$ cat src/hw/rtl/rfr_pkg.sv
// shared constants and types for the reply frame receiver
`default_nettype none

package rfr_pkg;

    localparam int PAYLOAD_BYTES = 6;
    localparam int STORE_BYTES   = 6;
    localparam int CNT_W         = 3;
    localparam int WORD_W        = 16;
    localparam int WORDS         = 3;

    localparam logic [7:0] HDR_FIRST  = 8'hAA;
    localparam logic [7:0] HDR_SECOND = 8'h55;

    localparam logic [2:0] PH_HUNT  = 3'd0;
    localparam logic [2:0] PH_HDR2  = 3'd1;
    localparam logic [2:0] PH_FUNC  = 3'd2;
    localparam logic [2:0] PH_LEN   = 3'd3;
    localparam logic [2:0] PH_DATA  = 3'd4;
    localparam logic [2:0] PH_CHECK = 3'd5;

    localparam logic CFG_IDX_EXP_FUNC = 1'b0;

    typedef struct packed {
        logic                        frame_ok;
        logic [WORDS*WORD_W-1:0]     words;
    } t_rfr_result;

endpackage

`default_nettype wire

$ cat src/hw/rtl/reply_frame_receiver_unit.sv
// top level of the reply frame receiver: register port and deframer
// Takes one received byte per transfer on the slave stream and can accept a byte in every
// cycle unless a checksum byte waits on a stalled result. A frame is 0xAA, 0x55, the function
// byte (must match the expected_function register, address 0x0, reset 0x11), the length byte
// (must be 6), six payload bytes and a checksum byte equal to the complement of the 8-bit sum
// of function, length and payload. Bad header, function or length bytes silently restart the
// hunt; the checksum byte always yields one result transfer with tuser set when the checksum
// matched. A byte passes an input register and the frame state logic, and the result is
// captured in a single result register that holds it while the master side stalls; a further
// checksum byte waits in the input register until it is taken.
`default_nettype none

module reply_frame_receiver_unit (
    input  wire logic         i_clk,
    input  wire logic         i_rst_n,
    input  wire logic         psel,
    input  wire logic         penable,
    input  wire logic         pwrite,
    input  wire logic [2:0]   paddr,
    input  wire logic [31:0]  pwdata,
    output logic [31:0]       prdata,
    output logic              pready,
    input  wire logic         i_s_axis_tvalid,
    output logic              o_s_axis_tready,
    input  wire logic [7:0]   i_s_axis_tdata,   // rx_byte
    output logic              o_m_axis_tvalid,
    input  wire logic         i_m_axis_tready,
    output logic [47:0]       o_m_axis_tdata,   // word_0, word_1, word_2
    output logic              o_m_axis_tuser    // frame_ok
);
    import rfr_pkg::*;

    logic [7:0]  r_expected_function;
    t_rfr_result w_result;

    assign pready = 1'b1;

    always_ff @(posedge i_clk) begin
        if (!i_rst_n) begin
            r_expected_function <= 8'd17;
        end else if (psel && penable && pwrite && pready &&
                     paddr[2] == CFG_IDX_EXP_FUNC) begin
            r_expected_function <= pwdata[7:0];
        end
    end

    always_comb begin
        prdata = '0;
        unique case (paddr[2])
            CFG_IDX_EXP_FUNC: prdata = {24'd0, r_expected_function};
            default:          prdata = '0;
        endcase
    end

    rfr_deframer u_deframer (
        .i_clk               (i_clk),
        .i_rst_n             (i_rst_n),
        .i_expected_function (r_expected_function),
        .i_in_valid          (i_s_axis_tvalid),
        .o_in_ready          (o_s_axis_tready),
        .i_in_byte           (i_s_axis_tdata),
        .o_out_valid         (o_m_axis_tvalid),
        .i_out_ready         (i_m_axis_tready),
        .o_out_result        (w_result)
    );

    assign o_m_axis_tdata = w_result.words;
    assign o_m_axis_tuser = w_result.frame_ok;

endmodule

`default_nettype wire

$ cat src/hw/rtl/rfr_deframer.sv
// frame hunting state machine, payload capture and checksum check
`default_nettype none

module rfr_deframer (
    input  wire logic               i_clk,
    input  wire logic               i_rst_n,
    input  wire logic [7:0]         i_expected_function,
    input  wire logic               i_in_valid,
    output logic                    o_in_ready,
    input  wire logic [7:0]         i_in_byte,
    output logic                    o_out_valid,
    input  wire logic               i_out_ready,
    output rfr_pkg::t_rfr_result    o_out_result
);
    import rfr_pkg::*;

    logic                   r_in_valid;
    logic [7:0]             r_in_byte;
    logic [2:0]             r_phase, n_phase;
    logic [CNT_W-1:0]       r_count, n_count;
    logic [7:0]             r_sum, n_sum;
    logic [8*STORE_BYTES-1:0] r_store, n_store;
    logic                   r_out_valid;
    t_rfr_result            r_out_result;
    logic                   w_is_check;
    logic                   w_advance;
    logic                   w_last_data;

    assign w_is_check  = (r_phase == PH_CHECK);
    assign w_advance   = r_in_valid && (!w_is_check || !r_out_valid || i_out_ready);
    assign o_in_ready  = !r_in_valid || w_advance;
    assign w_last_data = (({1'b0, r_count} + {{CNT_W{1'b0}}, 1'b1}) >=
                          (CNT_W + 1)'(PAYLOAD_BYTES));

    always_comb begin
        n_phase = r_phase;
        n_count = r_count;
        n_sum   = r_sum;
        n_store = r_store;
        unique case (r_phase)
            PH_HDR2: begin
                n_phase = (r_in_byte == HDR_SECOND) ? PH_FUNC : PH_HUNT;
            end
            PH_FUNC: begin
                if (r_in_byte == i_expected_function) begin
                    n_sum   = r_in_byte;
                    n_phase = PH_LEN;
                end else begin
                    n_phase = PH_HUNT;
                end
            end
            PH_LEN: begin
                if (r_in_byte == 8'(PAYLOAD_BYTES)) begin
                    n_sum   = r_sum + r_in_byte;
                    n_count = '0;
                    n_store = '0;
                    n_phase = PH_DATA;
                end else begin
                    n_phase = PH_HUNT;
                end
            end
            PH_DATA: begin
                for (int k = 0; k < STORE_BYTES; k++) begin
                    if (r_count == CNT_W'(k)) begin
                        n_store[8*k +: 8] = r_in_byte;
                    end
                end
                n_sum = r_sum + r_in_byte;
                if (w_last_data) begin
                    n_count = '0;
                    n_phase = PH_CHECK;
                end else begin
                    n_count = r_count + {{(CNT_W-1){1'b0}}, 1'b1};
                end
            end
            PH_CHECK: begin
                n_phase = PH_HUNT;
            end
            default: begin
                n_phase = (r_in_byte == HDR_FIRST) ? PH_HDR2 : PH_HUNT;
            end
        endcase
    end

    always_ff @(posedge i_clk) begin
        if (!i_rst_n) begin
            r_in_valid  <= 1'b0;
            r_phase     <= PH_HUNT;
            r_count     <= '0;
            r_sum       <= '0;
            r_out_valid <= 1'b0;
        end else begin
            if (o_in_ready) begin
                r_in_valid <= i_in_valid;
            end
            if (w_advance) begin
                r_phase <= n_phase;
                r_count <= n_count;
                r_sum   <= n_sum;
            end
            if (w_advance && w_is_check) begin
                r_out_valid <= 1'b1;
            end else if (i_out_ready) begin
                r_out_valid <= 1'b0;
            end
        end
    end

    always_ff @(posedge i_clk) begin
        if (o_in_ready && i_in_valid) begin
            r_in_byte <= i_in_byte;
        end
        if (w_advance) begin
            r_store <= n_store;
        end
        if (w_advance && w_is_check) begin
            r_out_result.frame_ok <= ((~r_sum) == r_in_byte);
            r_out_result.words    <= r_store[WORDS*WORD_W-1:0];
        end
    end

    assign o_out_valid  = r_out_valid;
    assign o_out_result = r_out_result;

`ifndef SYNTHESIS
    a_result_from_check: assert property (@(posedge i_clk) disable iff (!i_rst_n)
        $rose(r_out_valid) |-> $past(r_phase) == PH_CHECK)
        else $error("result raised outside checksum phase");

    a_count_in_range: assert property (@(posedge i_clk) disable iff (!i_rst_n)
        ({1'b0, r_count} < (CNT_W + 1)'(PAYLOAD_BYTES)))
        else $error("payload count out of range");

    a_data_next_phase: assert property (@(posedge i_clk) disable iff (!i_rst_n)
        (w_advance && r_phase == PH_DATA) |=> (r_phase == PH_DATA || r_phase == PH_CHECK))
        else $error("payload phase left to wrong phase");
`endif

endmodule

`default_nettype wire

$ cat config.mk
export PLATFORM = sky130hd
export DESIGN_NAME = reply_frame_receiver_unit
export DESIGN_NICKNAME = d
export VERILOG_FILES = /design/src/hw/rtl/rfr_pkg.sv /design/src/hw/rtl/reply_frame_receiver_unit.sv /design/src/hw/rtl/rfr_deframer.sv
export SDC_FILE = /design/constraint.sdc
export NUM_CORES = 1
export LEC_CHECK = 0
export BUFFER_PORTS_ARGS = -buffer_cell sky130_fd_sc_hd__buf_2
export CORE_MARGIN = 2
export CORE_UTILIZATION = 45
export CTS_CLUSTER_DIAMETER = 150
export DETAILED_ROUTE_END_ITERATION = 10
export PLACE_DENSITY = 0.72
export SYNTH_ARGS = -nofsm -noshare
export SYNTH_HDL_FRONTEND = slang
export SYNTH_SLANG_ARGS = --single-unit
export TNS_END_PERCENT = 30
$ cat constraint.sdc
create_clock -name i_clk -period 3.5 [get_ports i_clk]
set_input_delay 0.525 -clock i_clk [delete_from_list [all_inputs] [get_ports i_clk]]
set_output_delay 0.525 -clock i_clk [all_outputs]
set_load 0.005 [all_outputs]
### After elaboration in Yosys (flattened, before gate mapping)

Index checks and enable logic that the tools add are counted.

| word-level totals | value |
|---|---|
| register bits | 129 |
| input port bits | 50 |
| output and inout bits | 84 |
| logic and storage cells | 93 |

| operators by class | value |
|---|---|
| add/sub/neg operators | 3 |
| $lt $le $gt $ge | 1 |
| eq/ne operators | 24 |
| mux-type cells | 23 |
| bitwise operators | 2 |
| reduce and logical (&&, ||, !) cells | 25 |

Operators by type and width:

| operator | number |
|---|---|
| case mux 48 bit (2 select lines) | 1 |
| two-way mux 8 bit | 9 |
| two-way mux 48 bit | 1 |
| AND reduction 4 bit | 7 |
| case mux 8 bit (3 select lines) | 1 |
| inequality test 2 x 1 -> 1 bit (second input constant) | 9 |
| == test 8 bit | 2 |
| case mux 3 bit (5 select lines) | 1 |
| == test 3 x 2 -> 1 bit (second input constant) | 4 |
| == test 3 bit (second input constant) | 4 |
| two-way mux 3 bit | 4 |
| adder 8 bit | 1 |
| == test 8 x 3 -> 1 bit (second input constant) | 1 |
| == test 8 x 7 -> 1 bit (second input constant) | 1 |
| == test 8 bit (second input constant) | 1 |
| NOT 8 bit | 1 |
| == test 3 x 1 -> 1 bit (second input constant) | 2 |
| logical AND 1 bit | 6 |
| case mux 3 bit (2 select lines) | 1 |
| adder 3 x 1 -> 4 bit (second input constant) | 1 |
| >= comparator 4 x 3 -> 1 bit (second input constant) | 1 |
| two-way mux 2 bit | 2 |
| nonzero test 2 bit | 2 |
| adder 3 x 1 -> 3 bit (second input constant) | 1 |
| 8 further kinds | 14 |

### Depth between registers and ports, before layout

Gate-level depths: netlist of the first run.

| depth | value |
|---|---|
| depth in word-level cells | 7 |
| depth in mapped cells | 9 |
| gate-level depth less buffers | 9 |

### By module

Synthesis of the first run repeated with hierarchy kept, for this count alone.

| unflattened totals | value |
|---|---|
| cell total of the unflattened synthesis | 375 |
| area total of the unflattened synthesis | 5285.1 µm² |

Modules (own cells, without submodules):

| module | instances | cells each | area each (µm²) | seq. area each (µm²) |
|---|---|---|---|---|
| rfr_deframer | 1 | 305 | 4684.5 | 3473.3 |
| reply_frame_receiver_unit | 1 | 70 | 600.6 | 160.2 |

### Worst setup path after synthesis of the first run

Ideal clock, no wire load.

| timing | value |
|---|---|
| path type | input-to-reg |
| from | input port i_m_axis_tready |
| to | register u_deframer.r_out_result (netlist bit u_deframer.o_out_result[0]), enable pin |
| library setup time | 0.456 ns |
| arrival | 2.811 ns |
| data required time | 3.044 ns |
| setup slack | 0.233 ns |
| stages | 3 |
| path buffers | 0 |
| path through | nand2b_1 o21ai_1 nor2_1 |

| between the ends | value |
|---|---|
| longest elaborated chain between the ends | 3 |

Ends and longest elaborated chain:

| element | RTL line | text |
|---|---|---|
| start: declaration | reply_frame_receiver_unit.sv:27 | `input wire logic i_m_axis_tready,` |
| logical OR 1 bit | rfr_deframer.sv:30 | `assign w_advance = r_in_valid && (!w_is_check \|\| !r_out_valid \|\| i_out_ready);` |
| logical AND 1 bit | rfr_deframer.sv:30 |  |
| logical AND 1 bit | rfr_deframer.sv:116 | `if (w_advance && w_is_check) begin` |
| end: declaration | rfr_deframer.sv:24 | `t_rfr_result r_out_result;` |

Every way passes these cells.
A chain may end at the register's enable or synchronous reset.

### Worst setup path after layout of the first run

| timing | value |
|---|---|
| from | register u_deframer.r_in_byte[6] |
| to | register u_deframer.r_store[11], enable pin |

| between the ends | value |
|---|---|
| longest elaborated chain between the ends | 3 |

Ends and longest elaborated chain:

| element | RTL line | text |
|---|---|---|
| start: declaration | rfr_deframer.sv:18 | `logic [7:0] r_in_byte;` |
| start signal: assignment | rfr_deframer.sv:111 | `r_in_byte <= i_in_byte;` |
| == test 8 x 3 -> 1 bit | rfr_deframer.sv:53 | `if (r_in_byte == 8'(PAYLOAD_BYTES)) begin` |
| inequality test 2 x 1 -> 1 bit (no source line) | -- |  |
| AND reduction 4 bit (no source line) | -- |  |
| end signal: assignment | rfr_deframer.sv:114 | `r_store <= n_store;` |
| end: declaration | rfr_deframer.sv:22 | `logic [8*STORE_BYTES-1:0] r_store, n_store;` |

Every way passes these cells.

==> results of run 1 <==
-- per-stage QoR --
stage	hold WS [ps]	cells
floorplan	400	385
global placement	401	583
detailed placement	405	583
CTS	271	615
global route	269	615
finish	289	615
-- cell type report --
type                            count  area [um^2]  share of cell area, %
Timing Repair Buffer               90          470                   7.44
Clock inverter                     14          158                   2.49
Tap cell                          143          179                   2.83
Clock buffer                       18          429                   6.79
Sequential cell                   129         3630                   57.4
Multi-Input combinational cell    208         1410                   22.2
Inverter                           13         48.8                  0.772
-- cell families after synthesis --
logic type               share of synthesized area, %
flip-flops                                       69.3
AND/OR/NAND/NOR                                  11.6
AO/OA/AOI/OAI                                    7.38
buffers and inverters                            5.63
adder cells (fa/ha/maj)                          3.49
XOR/XNOR                                         1.84
multiplexers                                    0.573
other                                           0.143
-- state kept, by name (all words and copies together), names as in the netlist --
signal	flops
u_deframer.r_sum	8
u_deframer.o_out_valid	1
r_expected_function	8
u_deframer.r_store	48
u_deframer.r_in_valid	1
u_deframer.r_in_byte	8
u_deframer.o_out_result	49
u_deframer.r_count	3
u_deframer.r_phase	3
-- how the worst max path moves through the flow --
stage / endpoint / slack (ps) / cells after the start
finish: u_deframer.r_store[11] / 1130 / 5
global route: u_deframer.r_store[11] / 1020 / 5
detailed placement: u_deframer.r_store[8] / 1130 / 5
floorplan: u_deframer.o_out_result[0] / 230 / 3
global placement: u_deframer.r_store[8] / 1220 / 5
CTS: u_deframer.r_store[11] / 1100 / 5
-- report_power, final --
| group | internal (W) | total, W | switching [W] |
|---|---|---|---|
| sequential | 0.00165 | 0.00168 | 0.0000245 |
| clock | 0.00106 | 0.00170 | 0.000647 |
| combinational | 0.0000365 | 0.0000854 | 0.0000489 |
| total | 0.00275 | 0.00347 | 0.000720 |
-- layer usage --
layer	GRT usage, %	vias to the layer above	share of wire (%)
li1	-	1483	-
met2	25.6	110	48
met4	5.27	0	1.1
met1	20.4	1485	45
met5	0	-	0
met3	5.55	15	5.9
-- cell usage after synthesis, types with 2 or more instances --
cell	instances
dfxtp_1	24
nor4b_2	2
buf_6	2
edfxtp_1	105
xor2_1	8
o31a_1	2
a21oi_1	19
xnor2_1	3
nor3_1	9
or3_1	2
nand2_1	29
nand4b_1	3
nor2_2	4
nor2b_1	12
o21ai_0	6
a211oi_2	3
clkbuf_1	3
and2_1	9
buf_2	5
nor4b_1	2
o21a_1	4
mux2i_1	3
inv_1	12
conb_1	2
o211ai_1	2
a211oi_1	3
nand3_1	5
nand3b_1	2
ha_1	13
buf_4	25
nor2_1	10
-- critical path, stage by stage, from the launching register on --
cell and delay (ps):
edfxtp_1 520, nor4b_2 390, and3_1 270, o21ai_2 180, a21oi_1 460, buf_4 250
==> flow_summary.ini, run 1 <==
[pwr]
p_total_w = 0.00347
ir_drop_mv = 0.315
p_leak_nw = 2.33
powerDensity_nw_per_um2 = 548

[placement]
gp_congestion = 0.786
numPortBuffers = 82
dp_hpwl_um = 6430
place_area_um2 = 5740
pre_cts_slack_ps = 1130

[drt]
vias = 3093
avgViaCountPerCell = 5.03
drt-initial-drc-count = 185
ant_nets = 0
routed_wl_um = 9350
drc = 0
dr.pass1.iters = 4
drt-wirelength-per-cell_um = 15.2

[final_layout]
area_growth_pct = 20.7
antennaDiodeCount = 0
utilization_pct = 55.6
drive_gt1_share_pct = 29.2
stdcell_area_um2 = 6320
final_cell_mix = 105 x edfxtp_1, 82 x buf_2, 29 x nand2_1
final_common_cell = edfxtp_1
nFillCells = 919
final_nets = 523

[die]
fp.dieArea_um2 = 12500
die_height_um = 112
initial_core_util_pct = 46.1
ios = 134
core_area_um2 = 11400
die_w_um = 112
rows = 39

[synth]
synth_cell_types = 60
synth_area_per_cell_um2 = 14.5
synth_ff_type = edfxtp_1
yosys_warnings = 0
synth_area_leaders = edfxtp_1 60%, dfxtp_1 9.2%, buf_4 3.6%, ha_1 3.1%, nand2_1 2.1%
synth_top_cell_by_area = edfxtp_1
netlist_instances = 362
synth-edff-count = 105
ys_seq_area_share_pct = 69.3
ys_ff_latch = 129
synthArstFlopShare_pct = 0
yosys.area.top_type_share_pct = 60.2
synth_area_um2 = 5240

[setup_path]
crit_type = register to register
timing.rr.end = u_deframer.r_store[11]
cp_max_fo = 14
regToRegSetupSlack_ps = 1130
reg2regPathDepth = 5
crit_arrival_ps = 2480
critPathCaptureType = register
reg2reg_from = u_deframer.r_in_byte[6]
startpoint_type = register
required_ps = 3620
startpoint = u_deframer.r_in_byte[6]

[run]
cap_violations = 0

[grt]
grt_pass1_wl_um = 15400
grt.total_usage_pct = 16.0
grt_pass1_vias = 2999
antenna_found_initial = 0
globalRouteOverflowTotal = 0
grt_max_degree = 50

[cts]
cts_root_buf = clkbuf_16
cts_tree = yes
post_cts_buffers = 0
cts.clk_slew.worst_paths_ps = 60
cts_hold_buf = 0
clockBufferDepth = 2
clock-sinks = 129
clock_latency_ps = 410
numCtsBuffers = 17
cts-htree-levels = 4
cts_resized = 0

[min_path]
worst_hold_path.endpoint = u_deframer.r_in_byte[5]
min_path_cells = 1
hold_class = input pin to register
min_from = i_s_axis_tdata[5]

[sta]
finClkSkew_ps = 9.19
setup_viol = 0
post-route-period-util_pct = 67.7
setup_tns_ps = 0
hold_violations = 0
drv_slew = 0
setup_ws_ps = 1130
relSlewSlack_pct = 49.9
min_period_ps = 2370
fmax_ghz = 0.422
worst_pin_slew_ps = 751
rsz0062_at_grt = no

[run_status]
outcome = completed
No activity file was read; power rests on OpenSTA's default activity.
==> inputs of run 2 (changes only) <==
==> constraint.sdc (replaced) <==
create_clock -name i_clk -period 2.11 [get_ports i_clk]
set_input_delay 0.3165 -clock i_clk [delete_from_list [all_inputs] [get_ports i_clk]]
set_output_delay 0.3165 -clock i_clk [all_outputs]
set_load 0.005 [all_outputs]
==> run 2 against run 1 <==
Compared with the run above: clock skew is 1.1 ps higher; final area rose by 5.0%; maximum frequency increased by 17%; sequential power increased by 65%; core utilization up 2.8 points; combinational power increased by 130%; critical path type unchanged.
==> flow_summary.ini, run 2 (same netlist as run 1, synthesis figures left out) <==
[placement]
pre_cts_slack_ps = -13.8
dp_hpwl_um = 6820
gp_congestion = 0.829
dp_cells = 600
numPortBuffers = 82

[pwr]
pwr-share-comb_pct = 3.3
p_switching_w = 0.00123
p_seq_share_pct = 45.8
swShare_pct = 20.3
p_leak_nw = 2.49
p_total_w = 0.00605
p_int_w = 0.00482
clkPwrFrac_pct = 51.0
powerDensity_nw_per_um2 = 911
ir_drop_mv = 0.610

[sta]
post-route-period-util_pct = 96.2
setup_viol = 0
fmax_ghz = 0.493
rsz0062_at_grt = yes
finClkSkew_ps = 10.3
min_period_ps = 2030
hold_violations = 0
drv_slew = 0
setup_ws_ps = 80.3

[cts]
cts-htree-levels = 4
cts.clk_slew.worst_paths_ps = 60
clock_latency_ps = 410
numCtsBuffers = 17
clock-sinks = 129
cts_tree = yes
cts_root_buf = clkbuf_16
clockBufferDepth = 2
cts_hold_buf = 0

[drt]
drt-initial-drc-count = 148
dr.pass1.iters = 4
vias = 3201
drt-wirelength-per-cell_um = 15.7
routed_wl_um = 10000
avgViaCountPerCell = 5.01
ant_nets = 0
drc = 0

[setup_path]
crit_type = register to register
startpoint_type = register
reg2reg_from = u_deframer.r_in_byte[6]
timing.rr.end = u_deframer.r_sum[7]
slowest_stage = or4_1
crit_family = simple AND/OR/NAND/NOR gates
critPathCaptureType = register
required_ps = 2390
crit_arrival_ps = 2310
regToRegSetupSlack_ps = 80
worstPathBufferInverterCount = 0
cp_max_fo = 4
crit_chain = ha_1 -> or4_1 -> o22ai_2 -> xnor2_1 -> mux2i_1 -> a21oi_1
max_stage_delay_ps = 550
reg2regPathDepth = 6

[die]
ios = 134
initial_core_util_pct = 46.1
fp.dieArea_um2 = 12500
core_area_um2 = 11400
die_height_um = 112
die_w_um = 112
rows = 39

[final_layout]
largest_reg_flops = 49
layoutNonFillerInstCount = 639
final_nets = 547
final_cell_mix = 105 x edfxtp_1, 82 x buf_2, 31 x buf_4
antennaDiodeCount = 0
drive_gt1_share_pct = 35.1
final_common_cell = edfxtp_1
area_growth_pct = 26.7

[grt]
grt_pass1_vias = 3162
grt_max_degree = 49
grt.total_usage_pct = 16.5
grt_pass1_wl_um = 16000
globalRouteOverflowTotal = 0
antenna_found_initial = 0

[min_path]
min_from = i_s_axis_tdata[1]
hold_class = input pin to register
worst_hold_path.endpoint = u_deframer.r_in_byte[1]
min_path_cells = 1

[run_status]
outcome = completed

[run]
cap_violations = 0
run 2: changes by cell type in the layout (fill, tap and decap cells not counted), sizes merged:
cell | previous run | this run
inv | 15 | 17
bufinv | 2 | 4
clkinvlp | 0 | 3
buf | 90 | 114
clkinv | 10 | 3
run 2: worst max-delay path by stage:
stage | start | end | cells past startpoint | slack (ps)
2_1_floorplan | u_deframer.r_in_byte[7] | u_deframer.r_store[0] | 6 | 20
4_1_cts | u_deframer.r_in_byte[5] | u_deframer.r_sum[7] | 6 | 10
3_5_place_dp | u_deframer.r_in_byte[0] | u_deframer.r_sum[6] | 9 | -10
3_3_place_gp | u_deframer.r_in_byte[3] | u_deframer.r_store[16] | 6 | 50
5_1_grt | u_deframer.r_in_byte[0] | u_deframer.r_store[43] | 6 | -30
6_report | u_deframer.r_in_byte[6] | u_deframer.r_sum[7] | 6 | 80
run 2: power by group through the flow:
stage | Clock [W] | Sequential (W) | Combinational (W)
after floorplan | 0 | 0.00281 | 0.000140
after global placement | 0 | 0.00282 | 0.000169
after detailed placement | 0 | 0.00282 | 0.000175
after CTS | 0.00313 | 0.00277 | 0.000176
after global routing | 0.00326 | 0.00277 | 0.000218
final | 0.00308 | 0.00277 | 0.000199
run 2: worst reg2reg max path, delay by kind of cell, from the launching register on:
kind,cells,cell delay (ps)
adders and majority gates,1,260
and+or+nand+nor,1,550
DFF,1,510
AOI/OAI and AO/OA,2,220
muxes,1,210
xor gates and xnor gates,1,160
run 2: stage by stage:
| step | util (%) | setup TNS (ps) | cell area (um^2) | hold WS (ps) |
|---|---|---|---|---|
| 2_1_floorplan | - | 0 | 5340 | 388 |
| 5_1_grt | 58.4 | -304 | 6640 | 62.5 |
| 6_report | 58.4 | 0 | 6640 | 84.4 |
| 4_1_cts | 57.2 | 0 | 6510 | 69.2 |
| 3_5_place_dp | 51.7 | -13.8 | 5880 | 405 |
| 3_3_place_gp | 51.7 | 0 | 5880 | 401 |
run 2: layout make-up:
cell class              instances  area [um^2]
well taps                     143          179
multi-input cells             208         1490
flip-flops and latches        129         3630
clock inverters                14          200
repair buffers                114          663
fillers                       874         4730
clock buffers                  18          429
inverters                      13         48.8
run 2: what timing repair did:
action                                  CTS  global route
buffers inserted                          0             7
endpoints found under the setup margin    1            56
pin swaps                                 1             3
resized for setup                         1            16
run 2: metal layers:
| layer | up-vias | GRT usage, % | share of wire [%] | wire [um] |
|---|---|---|---|---|
| met5 | - | 0 | 0 | 0 |
| met3 | 15 | 6.26 | 6.8 | 678 |
| met4 | 0 | 5.60 | 1.2 | 123 |
| li1 | 1522 | - | - | - |
| met2 | 134 | 26.1 | 50 | 4980 |
| met1 | 1530 | 21.0 | 42 | 4220 |
==> inputs of run 3 (changes only) <==
--- a/config.mk
+++ b/config.mk
@@ -5,11 +5,12 @@
 export SDC_FILE = /design/constraint.sdc
 export NUM_CORES = 1
 export LEC_CHECK = 0
-export BUFFER_PORTS_ARGS = -buffer_cell sky130_fd_sc_hd__buf_2
+export BUFFER_PORTS_ARGS = -buffer_cell sky130_fd_sc_hd__clkbuf_2
 export CORE_MARGIN = 2
 export CORE_UTILIZATION = 45
 export CTS_CLUSTER_DIAMETER = 150
 export DETAILED_ROUTE_END_ITERATION = 10
+export HOLD_SLACK_MARGIN = 0.03
 export PLACE_DENSITY = 0.72
 export SYNTH_ARGS = -nofsm -noshare
 export SYNTH_HDL_FRONTEND = slang
==> run 3 against run 2 <==
Compared with the run above: sequential power hardly changed; worst setup slack worse by 18 ps; critical path type unchanged; register-to-register slack worse by 20 ps.
==> flow_summary.ini, run 3 (same netlist as run 1, synthesis figures left out) <==
[run_status]
outcome = completed

[sta]
fmax_ghz = 0.488
drv_slew = 0
post-route-period-util_pct = 97.1
hold_violations = 0
min_period_ps = 2050
setup_ws_ps = 61.9
finClkSkew_ps = 8.99
setup_tns_ps = 0
setup_viol = 0

[pwr]
p_leak_nw = 2.54
ir_drop_mv = 0.707
p_total_w = 0.00602
powerDensity_nw_per_um2 = 911

[setup_path]
startpoint_type = register
crit_type = register to register
cp_max_fo = 4
crit_arrival_ps = 2340
required_ps = 2400
critPathCaptureType = register

[final_layout]
stdcell_area_um2 = 6610
antennaDiodeCount = 0
area_growth_pct = 26.0
final_cell_mix = 105 x edfxtp_1, 82 x clkbuf_2, 29 x nand2_1
largest_reg_flops = 49
final_nets = 545
final_common_cell = edfxtp_1
drive_gt1_share_pct = 34.4

[cts]
clock-sinks = 129
cts_root_buf = clkbuf_16
clockBufferDepth = 2
cts_tree = yes
numCtsBuffers = 17
cts.clk_slew.worst_paths_ps = 60
clock_latency_ps = 410
cts-htree-levels = 4

[run]
cap_violations = 0

[die]
ios = 134
rows = 39
fp.dieArea_um2 = 12500
die_w_um = 112
initial_core_util_pct = 46.1
core_area_um2 = 11400
die_height_um = 112

[grt]
grt_pass1_wl_um = 15800
antenna_found_initial = 0
globalRouteOverflowTotal = 0
grt.total_usage_pct = 16.3
grt_max_degree = 49
grt_pass1_vias = 3127

[drt]
dr.pass1.iters = 4
routed_wl_um = 9690
drt-initial-drc-count = 157
ant_nets = 0
vias = 3148
avgViaCountPerCell = 4.94
drc = 0
drt-wirelength-per-cell_um = 15.2

[placement]
numPortBuffers = 82
dp_hpwl_um = 6770
gp_congestion = 0.837
place_area_um2 = 5890
pre_cts_slack_ps = 7.85

[min_path]
hold_class = input pin to register
run 3: cell types whose count changed in the layout (fill, tap and decap cells not counted), sizes merged:
cell,change
bufinv,-1
clkinvlp,-1
clkbuf,+82
buf,-84
inv,+2
run 3: repair_timing:
item	in CTS	in global routing
gates resized for setup	1	12
hold buffers	0	0
pin swaps	0	2
endpoints found under the setup margin	5	52
buffers inserted	0	4
run 3: cell type report:
type                    instances  area, um^2
flip-flops and latches        129        3640
repair buffers                112         661
inverters                      13        48.8
multi-input cells             208        1460
well taps                     143         179
clock inverters                14         196
fillers                       886        4760
clock buffers                  18         429
run 3: through the flow:
step	utilization (%)	std cells	hold slack, ps
global placement	51.8	601	401
floorplan	-	385	388
finish	58.1	637	74.9
detailed placement	51.8	601	405
CTS	57.3	633	60.8
global route	58.1	637	56.1
run 3: routing by layer:
| metal | wire length [um] | share of wire [%] | vias up | track usage, % |
|---|---|---|---|---|
| met5 | 0 | 0 | - | 0 |
| met4 | 182 | 1.9 | 0 | 5.51 |
| met3 | 602 | 6.2 | 21 | 5.50 |
| met2 | 4760 | 49 | 121 | 26.3 |
| met1 | 4150 | 43 | 1483 | 21.0 |
| li1 | - | - | 1523 | - |
run 3: critical path: stages, from the launching register on:
cell and delay [ps]:
edfxtp_1 520, ha_1 270, or4_1 550, o22ai_2 130, xnor2_1 150, mux2i_1 220, a21oi_1 80
run 3: worst paths after layout:
path,from,endpoint,slack (ps),cells past startpoint
worst max-delay path,u_deframer.r_in_byte[6],u_deframer.r_sum[7],60,6
worst min-delay path,i_s_axis_tdata[2],u_deframer.r_in_byte[2],70,1
worst max register to register,u_deframer.r_in_byte[6],u_deframer.r_sum[7],60,6
worst min register to register,u_deframer.r_store[40],u_deframer.o_out_result[40],410,0
run 3: power breakdown:
group | total, W | internal, W | switching, W
Combinational | 0.000189 | 0.0000862 | 0.000103
Sequential | 0.00277 | 0.00274 | 0.0000308
Clock | 0.00306 | 0.00190 | 0.00116
Total | 0.00602 | 0.00473 | 0.00129
